==> config.mk <==
export PLATFORM = sky130hd
export DESIGN_NAME = nearest_palette_color
export DESIGN_NICKNAME = d
export VERILOG_FILES = /design/src/rtl/npc_pkg.sv /design/src/rtl/nearest_palette_color.sv
export VERILOG_INCLUDE_DIRS = /design/src /design/src/rtl
export SDC_FILE = /design/constraint.sdc
export NUM_CORES = 2
export LEC_CHECK = 0
export BUFFER_PORTS_ARGS = -buffer_cell sky130_fd_sc_hd__buf_2
export CORE_UTILIZATION = 70
export CTS_BUF_LIST = sky130_fd_sc_hd__clkbuf_8 sky130_fd_sc_hd__clkbuf_16
export DETAILED_ROUTE_END_ITERATION = 16
export PLACE_DENSITY = 0.87
export RECOVER_POWER = 25
export SETUP_SLACK_MARGIN = 0.05
export SKIP_CTS_REPAIR_TIMING = 1
export SLEW_MARGIN = 20
export SYNTH_ARGS = -nofsm -noshare
export SYNTH_HDL_FRONTEND = slang
export SYNTH_SLANG_ARGS = --single-unit
==> constraint.sdc <==
create_clock -name clk -period 19.85 [get_ports clk]
set_input_delay 2.9775 -clock clk [delete_from_list [all_inputs] [get_ports clk]]
set_output_delay 2.9775 -clock clk [all_outputs]
set_load 0.02 [all_outputs]
==> src/rtl/nearest_palette_color_assert.svh <==
// Assertion macros for the nearest palette colour block.
`ifndef NEAREST_PALETTE_COLOR_ASSERT_SVH
`define NEAREST_PALETTE_COLOR_ASSERT_SVH

// Same-cycle implication, switched off while reset is high.
`define NPC_ASSERT_NOW(lbl, clk, rst, ante, cons, msg) \
  lbl: assert property (@(posedge clk) disable iff (rst) (ante) |-> (cons)) else $error(msg);

// Next-cycle implication, switched off while reset is high.
`define NPC_ASSERT_NEXT(lbl, clk, rst, ante, cons, msg) \
  lbl: assert property (@(posedge clk) disable iff (rst) (ante) |=> (cons)) else $error(msg);

// Next-cycle implication that also holds across reset.
`define NPC_ASSERT_ALWAYS(lbl, clk, ante, cons, msg) \
  lbl: assert property (@(posedge clk) (ante) |=> (cons)) else $error(msg);

`endif

==> src/rtl/npc_pkg.sv <==
// Package with the palette table, widths and types of the nearest palette colour block.
`default_nettype none

package npc_pkg;

  localparam int COMP_W        = 8;
  localparam int SQ_W          = 2 * COMP_W;
  localparam int DIST_W        = 18;
  localparam int TABLE_ENTRIES = 16;
  localparam int IDX_W         = $clog2(TABLE_ENTRIES);
  localparam int NUM_COMPS     = 3;
  localparam int NUM_LEVELS    = 3;
  localparam int LEVEL_W       = 2;
  localparam int GROUP_SIZE    = 4;
  localparam int NUM_GROUPS    = TABLE_ENTRIES / GROUP_SIZE;
  localparam int DEFAULT_PALETTE_SIZE = 16;
  localparam logic [DIST_W-1:0] MAX_DISTANCE = DIST_W'(195075);

  localparam int COMP_RED   = 0;
  localparam int COMP_GREEN = 1;
  localparam int COMP_BLUE  = 2;

  typedef struct packed {
    logic [COMP_W-1:0] red;
    logic [COMP_W-1:0] green;
    logic [COMP_W-1:0] blue;
  } rgb_t;

  typedef struct packed {
    logic [IDX_W-1:0]  idx;
    logic [DIST_W-1:0] distance;
  } cand_t;

  localparam logic [COMP_W-1:0] LEVELS [NUM_LEVELS] = '{8'h00, 8'h7F, 8'hFF};

  localparam rgb_t PALETTE [TABLE_ENTRIES] = '{
    '{8'h00, 8'h00, 8'h00}, '{8'h00, 8'h00, 8'h7F},
    '{8'h00, 8'h7F, 8'h00}, '{8'h00, 8'h7F, 8'h7F},
    '{8'h7F, 8'h00, 8'h00}, '{8'h7F, 8'h00, 8'h7F},
    '{8'h7F, 8'h7F, 8'h00}, '{8'h7F, 8'h7F, 8'h7F},
    '{8'h7F, 8'h7F, 8'h7F}, '{8'h7F, 8'h7F, 8'hFF},
    '{8'h7F, 8'hFF, 8'h7F}, '{8'h7F, 8'hFF, 8'hFF},
    '{8'hFF, 8'h7F, 8'h7F}, '{8'hFF, 8'h7F, 8'hFF},
    '{8'hFF, 8'hFF, 8'h7F}, '{8'hFF, 8'hFF, 8'hFF}
  };

  // Every palette component is one of the three levels; this gives its position.
  function automatic logic [LEVEL_W-1:0] level_of(input logic [COMP_W-1:0] v);
    logic [LEVEL_W-1:0] code;
    code = '0;
    for (int l = 0; l < NUM_LEVELS; l++) begin
      if (LEVELS[l] == v) begin
        code = LEVEL_W'(l);
      end
    end
    return code;
  endfunction

endpackage

`default_nettype wire

==> src/rtl/nearest_palette_color.sv <==
// Top level of the nearest palette colour block: a five-stage search pipeline.
//
//  Channel | Direction | Contents of tdata (lowest bit first)
//  s_      | in        | red[7:0], green[15:8], blue[23:16]
//  m_      | out       | palette_index[3:0], pal_red[11:4], pal_green[19:12],
//          |           | pal_blue[27:20], min_distance[45:28], zero[47:46]
//
// One pixel enters per clock unless the output stalls, and its result is registered in each stage in turn.
// The stages are component differences, squares, per-entry sums and two levels of minimum search.
// Each stage holds its own valid bit and takes new data whenever it is empty or its successor moves.
// A stalled output therefore fills the empty stages before the input stops.
// Reset clears the valid bits only.
`default_nettype none

module nearest_palette_color #(
  parameter int PALETTE_SIZE = npc_pkg::DEFAULT_PALETTE_SIZE
) (
  input  wire logic        clk,
  input  wire logic        rst,
  input  wire logic        s_tvalid,
  output logic             s_tready,
  input  wire logic [23:0] s_tdata,   // red, green, blue
  output logic             m_tvalid,
  input  wire logic        m_tready,
  output logic [47:0]      m_tdata    // palette_index, pal_red, pal_green, pal_blue, min_distance
);

  localparam int SEARCH = (PALETTE_SIZE < npc_pkg::TABLE_ENTRIES) ?
                          PALETTE_SIZE : npc_pkg::TABLE_ENTRIES;

  localparam int CW = npc_pkg::COMP_W;
  localparam int NC = npc_pkg::NUM_COMPS;
  localparam int NL = npc_pkg::NUM_LEVELS;

  logic v1, v2, v3, v4, v5;
  logic rdy1, rdy2, rdy3, rdy4, rdy5;

  logic [CW-1:0]                s1_diff      [NC][NL];
  logic [CW-1:0]                s1_diff_next [NC][NL];
  logic [npc_pkg::SQ_W-1:0]     s2_sq        [NC][NL];
  logic [npc_pkg::SQ_W-1:0]     s2_sq_next   [NC][NL];
  logic [npc_pkg::DIST_W-1:0]   s3_dist      [npc_pkg::TABLE_ENTRIES];
  logic [npc_pkg::DIST_W-1:0]   s3_dist_next [npc_pkg::TABLE_ENTRIES];
  npc_pkg::cand_t               s4_cand      [npc_pkg::NUM_GROUPS];
  npc_pkg::cand_t               s4_cand_next [npc_pkg::NUM_GROUPS];
  npc_pkg::cand_t               s5_best;
  npc_pkg::cand_t               s5_best_next;
  npc_pkg::rgb_t                s5_pal;

  logic [CW-1:0] in_comp [NC];

  assign rdy5 = !v5 || m_tready;
  assign rdy4 = !v4 || rdy5;
  assign rdy3 = !v3 || rdy4;
  assign rdy2 = !v2 || rdy3;
  assign rdy1 = !v1 || rdy2;
  assign s_tready = rdy1;

  assign in_comp[npc_pkg::COMP_RED]   = s_tdata[7:0];
  assign in_comp[npc_pkg::COMP_GREEN] = s_tdata[15:8];
  assign in_comp[npc_pkg::COMP_BLUE]  = s_tdata[23:16];

  always_comb begin
    for (int c = 0; c < NC; c++) begin
      for (int l = 0; l < NL; l++) begin
        s1_diff_next[c][l] = (in_comp[c] >= npc_pkg::LEVELS[l]) ?
                             (in_comp[c] - npc_pkg::LEVELS[l]) :
                             (npc_pkg::LEVELS[l] - in_comp[c]);
        s2_sq_next[c][l]   = npc_pkg::SQ_W'(s1_diff[c][l]) * npc_pkg::SQ_W'(s1_diff[c][l]);
      end
    end
  end

  always_comb begin
    for (int i = 0; i < npc_pkg::TABLE_ENTRIES; i++) begin
      s3_dist_next[i] =
        npc_pkg::DIST_W'(s2_sq[npc_pkg::COMP_RED]
                              [npc_pkg::level_of(npc_pkg::PALETTE[i].red)]) +
        npc_pkg::DIST_W'(s2_sq[npc_pkg::COMP_GREEN]
                              [npc_pkg::level_of(npc_pkg::PALETTE[i].green)]) +
        npc_pkg::DIST_W'(s2_sq[npc_pkg::COMP_BLUE]
                              [npc_pkg::level_of(npc_pkg::PALETTE[i].blue)]);
    end
  end

  // Entries past the searched range carry the largest code and never win; ties keep the earlier entry.
  always_comb begin
    for (int g = 0; g < npc_pkg::NUM_GROUPS; g++) begin
      s4_cand_next[g].idx      = npc_pkg::IDX_W'(g * npc_pkg::GROUP_SIZE);
      s4_cand_next[g].distance = (g * npc_pkg::GROUP_SIZE < SEARCH) ?
                                 s3_dist[g * npc_pkg::GROUP_SIZE] : '1;
      for (int j = 1; j < npc_pkg::GROUP_SIZE; j++) begin
        if ((g * npc_pkg::GROUP_SIZE + j < SEARCH) &&
            (s3_dist[g * npc_pkg::GROUP_SIZE + j] < s4_cand_next[g].distance)) begin
          s4_cand_next[g].idx      = npc_pkg::IDX_W'(g * npc_pkg::GROUP_SIZE + j);
          s4_cand_next[g].distance = s3_dist[g * npc_pkg::GROUP_SIZE + j];
        end
      end
    end
  end

  always_comb begin
    s5_best_next = s4_cand[0];
    for (int g = 1; g < npc_pkg::NUM_GROUPS; g++) begin
      if (s4_cand[g].distance < s5_best_next.distance) begin
        s5_best_next = s4_cand[g];
      end
    end
  end

  always_ff @(posedge clk) begin
    if (rst) begin
      v1 <= 1'b0;
      v2 <= 1'b0;
      v3 <= 1'b0;
      v4 <= 1'b0;
      v5 <= 1'b0;
    end else begin
      if (rdy1) begin
        v1 <= s_tvalid;
      end
      if (rdy2) begin
        v2 <= v1;
      end
      if (rdy3) begin
        v3 <= v2;
      end
      if (rdy4) begin
        v4 <= v3;
      end
      if (rdy5) begin
        v5 <= v4;
      end
    end
  end

  always_ff @(posedge clk) begin
    if (rdy1) begin
      s1_diff <= s1_diff_next;
    end
    if (rdy2) begin
      s2_sq <= s2_sq_next;
    end
    if (rdy3) begin
      s3_dist <= s3_dist_next;
    end
    if (rdy4) begin
      s4_cand <= s4_cand_next;
    end
    if (rdy5) begin
      s5_best <= s5_best_next;
      s5_pal  <= npc_pkg::PALETTE[s5_best_next.idx];
    end
  end

  assign m_tvalid = v5;
  assign m_tdata  = {2'b00, s5_best.distance, s5_pal.blue, s5_pal.green, s5_pal.red,
                     s5_best.idx};

  `include "nearest_palette_color_assert.svh"

  `NPC_ASSERT_ALWAYS(a_reset_clears, clk, rst, !m_tvalid, "Output valid after reset.")
  `NPC_ASSERT_NOW(a_index_range, clk, rst, m_tvalid, 32'(s5_best.idx) < SEARCH, "Index beyond the searched palette.")
  `NPC_ASSERT_NOW(a_colour_match, clk, rst, m_tvalid, s5_pal == npc_pkg::PALETTE[s5_best.idx], "Colour does not match the index.")
  `NPC_ASSERT_NOW(a_distance_range, clk, rst, m_tvalid, s5_best.distance <= npc_pkg::MAX_DISTANCE, "Distance out of range.")
  `NPC_ASSERT_NEXT(a_stage_moves, clk, rst, v4 && rdy5, v5, "Transfer lost between the last two stages.")

endmodule

`default_nettype wire
==> run summary <==
The library cells used most frequently in the layout, excluding fill and tap cells, are sky130_fd_sc_hd__ha_1, sky130_fd_sc_hd__inv_1, sky130_fd_sc_hd__edfxtp_1, sky130_fd_sc_hd__xnor2_1, sky130_fd_sc_hd__a21oi_1. During placement, the flow inserted port buffers numbering 75. The number of distinct library cell variants in the gate-level netlist after synthesis is 78. The worst setup path startpoint is s4_cand[47]. The checks that failed: max-capacitance violations, max-slew violations.

The leading cell type in the layout, fill and taps excluded was sky130_fd_sc_hd__ha_1. The final wirelength was 135000 um. Count of unresolved DRC violations after routing: 0. The total area inside the core boundary comes to 0.0761 mm^2. The run gives 8080 ps as the signal arrival time at the worst endpoint. For the number of endpoints with negative hold slack in the final report, the log shows 0. Counting flops with a built-in enable in the synthesized netlist gives 563. The count of nets left with antenna violations once routing finished came out at 0. Launching element type of the critical path: a flip-flop.

The run gives -0.248 as the remaining max-slew budget at the tightest pin. STA classifies the critical path endpoint as a flip-flop. In this run the critical register-to-register path is launched from s4_cand[47]. Clock tree synthesis found a total of 568 sinks. The logs give 107000 um for the post-detailed-placement half-perimeter wirelength and 210000 um for the first-pass GRT wire length.

The tools report the netlist area before placement as 0.0539 mm^2. In this run the clock root is driven by a sky130_fd_sc_hd__clkbuf_16. The run gives 20230 ps as the required arrival time at the worst endpoint.

TritonCTS built the clock tree. The logs give 4007 for the detailed router's first-iteration violation count and 130 MHz for the highest clock rate. Clock tree synthesis inserted a total of 66 buffers.

The logs give 0 for the count of warnings emitted by yosys and 0.999 for the final weighted congestion in routability-driven placement. The final clock period utilization by the worst path is 0.388. The clock tree buffer depth came out at 3. Setup repair after global routing left no endpoint under its margin.

The tools report the fraction of the yosys area taken by sequential cells as 0.315. The tools report the count of pins over their slew limit as 29. Largest net degree at the start of global routing: 104. The total routing resource utilization after global routing was 0.348; the layout cell share with drive strength beyond 1 was 0.0542. The clock reaches the later pin of the worst-skew pair after 630 ps.

The number of antenna violations at the first check in global routing is 2. For the number of levels the H-tree was split into, the log shows 3. The worst hold path class is flip-flop to flip-flop. The flow ran to the end, but the final reports show violations. The transition time at the pin with the least slew margin came out at 1870 ps.

The async set-reset flop share out of synthesis came out at 0. The setup path with the least slack is of type flip-flop to flip-flop. For the number of antenna diodes, the log shows 0.

The startpoint identified for the worst hold timing path is v3. Layout net count: 6387. The leftover overflow at the end of global routing was 0.

The run gives 28.5 ps as the largest clock skew in the final design. The worst path needs 7690 ps of the cycle, external delays included. Synthesis handed over a netlist of 5194 instances. The post-detailed-route wirelength per cell came out at 21.2 um.

The tools report the row count as 101. Register bit count reported by yosys: 568. Detailed routing inserted a total of 39600 vias.

The die height works out to 280 um. Number of global-route vias before repair: 38700. Among all flip-flop cells after synthesis, the most frequent one is sky130_fd_sc_hd__edfxtp_1. The clock slew seen by the registers of the worst setup and hold paths is 60 ps, and the number of top-level pins is 78. The tools report the die footprint as 0.0781 mm^2.

Along the worst path, the maximum fanout reaches 40. In this run the horizontal extent of the chip is 280 um. For this run, the detailed router's first-pass iteration total came to 8. The number of placed instances, taps included, is 6238. Setup violations remaining at the end of the flow were counted as 0. The total of max-cap violations was 1.

The detailed-route vias per instance works out to 6.22. Setup total negative slack on the finished layout was measured at 0 ps. The finished layout holds 6359 standard cells, fillers aside.

The initial standard-cell utilization of the core came out at 0.709. Compared with the post-synthesis result, the final layout area differs by 6.45%. A synthesized cell averages 10.4 um^2.
-- area by class of cell --
| type | count | area [um^2] |
|---|---|---|
| multi-input combinational | 3920 | 34100 |
| fill | 5033 | 18700 |
| sequential | 568 | 17000 |
| inverter | 629 | 2370 |
| clock buffer | 67 | 1680 |
| tap | 1030 | 1290 |
| clock inverter | 54 | 482 |
| timing repair buffer | 91 | 458 |
-- cell usage after synthesis (all sizes together) (9+ instances only) --
cell / n / area [um^2]
a2111o: 12 / 135
a2111oi: 11 / 109
a211o: 9 / 78.8
a211oi: 24 / 190
a21o: 113 / 848
a21oi: 318 / 1600
a31oi: 44 / 275
a41oi: 20 / 175
and2: 137 / 857
and3: 30 / 188
buf: 50 / 397
clkbuf: 36 / 136
edfxtp: 563 / 16900
fa: 240 / 4800
ha: 843 / 10500
inv: 627 / 2350
mux2: 60 / 709
mux2i: 169 / 1690
nand2: 240 / 908
nand2b: 59 / 369
nand3: 88 / 440
nand4: 49 / 307
nor2: 243 / 912
nor2b: 101 / 632
nor3: 110 / 551
nor3b: 13 / 97.6
nor4: 10 / 62.6
o211ai: 12 / 95.1
o21a: 100 / 751
o21ai: 173 / 870
o21bai: 56 / 420
o311a: 16 / 160
o31a: 15 / 131
o31ai: 17 / 128
o41a: 16 / 180
o41ai: 17 / 149
or2: 37 / 231
or3: 23 / 144
xnor2: 338 / 2960
xor2: 102 / 893
-- layer usage --
metal  vias to the layer above  share of wire  global-route usage
met5                         -        0.00019                   0
met4                         4          0.052               0.160
met3                       389          0.098              0.0530
met2                      1794           0.44               0.553
met1                     18800           0.41               0.471
li1                      18600              -                   -
-- worst max-delay path, cell delays in order, from the launching register on --
cell and delay (ps):
sky130_fd_sc_hd__edfxtp_1 400, sky130_fd_sc_hd__ha_1 320, sky130_fd_sc_hd__a211o_1 260, sky130_fd_sc_hd__o211ai_1 90, sky130_fd_sc_hd__o211ai_1 160, sky130_fd_sc_hd__a221oi_2 230, sky130_fd_sc_hd__o21a_2 610, sky130_fd_sc_hd__mux2i_1 460
sky130_fd_sc_hd__ha_1 300, sky130_fd_sc_hd__nor2_1 70, sky130_fd_sc_hd__nor4_1 340, sky130_fd_sc_hd__nand2_1 110, sky130_fd_sc_hd__o21ai_2 630, sky130_fd_sc_hd__buf_4 330, sky130_fd_sc_hd__mux2_2 370, sky130_fd_sc_hd__ha_1 310
sky130_fd_sc_hd__a2111oi_0 450, sky130_fd_sc_hd__o21ai_1 150, sky130_fd_sc_hd__o2111ai_1 100, sky130_fd_sc_hd__nand2_1 110, sky130_fd_sc_hd__a211oi_2 310, sky130_fd_sc_hd__a21bo_2 260, sky130_fd_sc_hd__o41a_1 470, sky130_fd_sc_hd__clkinv_4 280
sky130_fd_sc_hd__nor2_1 90, sky130_fd_sc_hd__a22o_1 210
-- registers in the layout (all words and copies together) (netlist names) --
signal and cells:
s3_dist 256, s2_sq 132, s4_cand 78, s1_diff 69
m_tdata 28, m_tvalid 1, v1 1, v2 1
v3 1, v4 1
-- path summary, 6_finish.rpt --
| path | depth (start not counted) | to | slack (ps) |
|---|---|---|---|
| setup / recovery | 25 | m_tdata[19] | 12160 |
| hold reg to reg | 2 | v4 | 460 |
| hold / removal | 2 | v4 | 460 |
| setup reg to reg | 25 | m_tdata[19] | 12160 |
-- through the flow --
| step | setup slack (ps) | util | instance area [um^2] | hold WS, ps |
|---|---|---|---|---|
| after global placement | 12140 | 0.727 | 55300 | 444 |
| after global routing | 11550 | 0.754 | 57400 | 486 |
| final | 12160 | 0.754 | 57400 | 460 |
| after detailed placement | 11850 | 0.727 | 55300 | 457 |
| after floorplan | 11020 | - | 54000 | 429 |
| after CTS | 11830 | 0.755 | 57400 | 467 |
-- cell families (layout without fill, tap and decap cells) --
family	after synthesis	after routing	synth area share
muxes	229	229	0.0445
and+or+nand+nor	1149	1149	0.107
other	1	10	0.0000695
adders and majority gates	1083	1083	0.285
xor gates and xnor gates	440	440	0.0715
DFF	568	568	0.315
buffers and inverters	715	841	0.0538
AOI/OAI and AO/OA	1009	1009	0.123
Power is not shown: default switching activity piles up to over one toggle a cycle in this logic, so the estimate is an artifact.
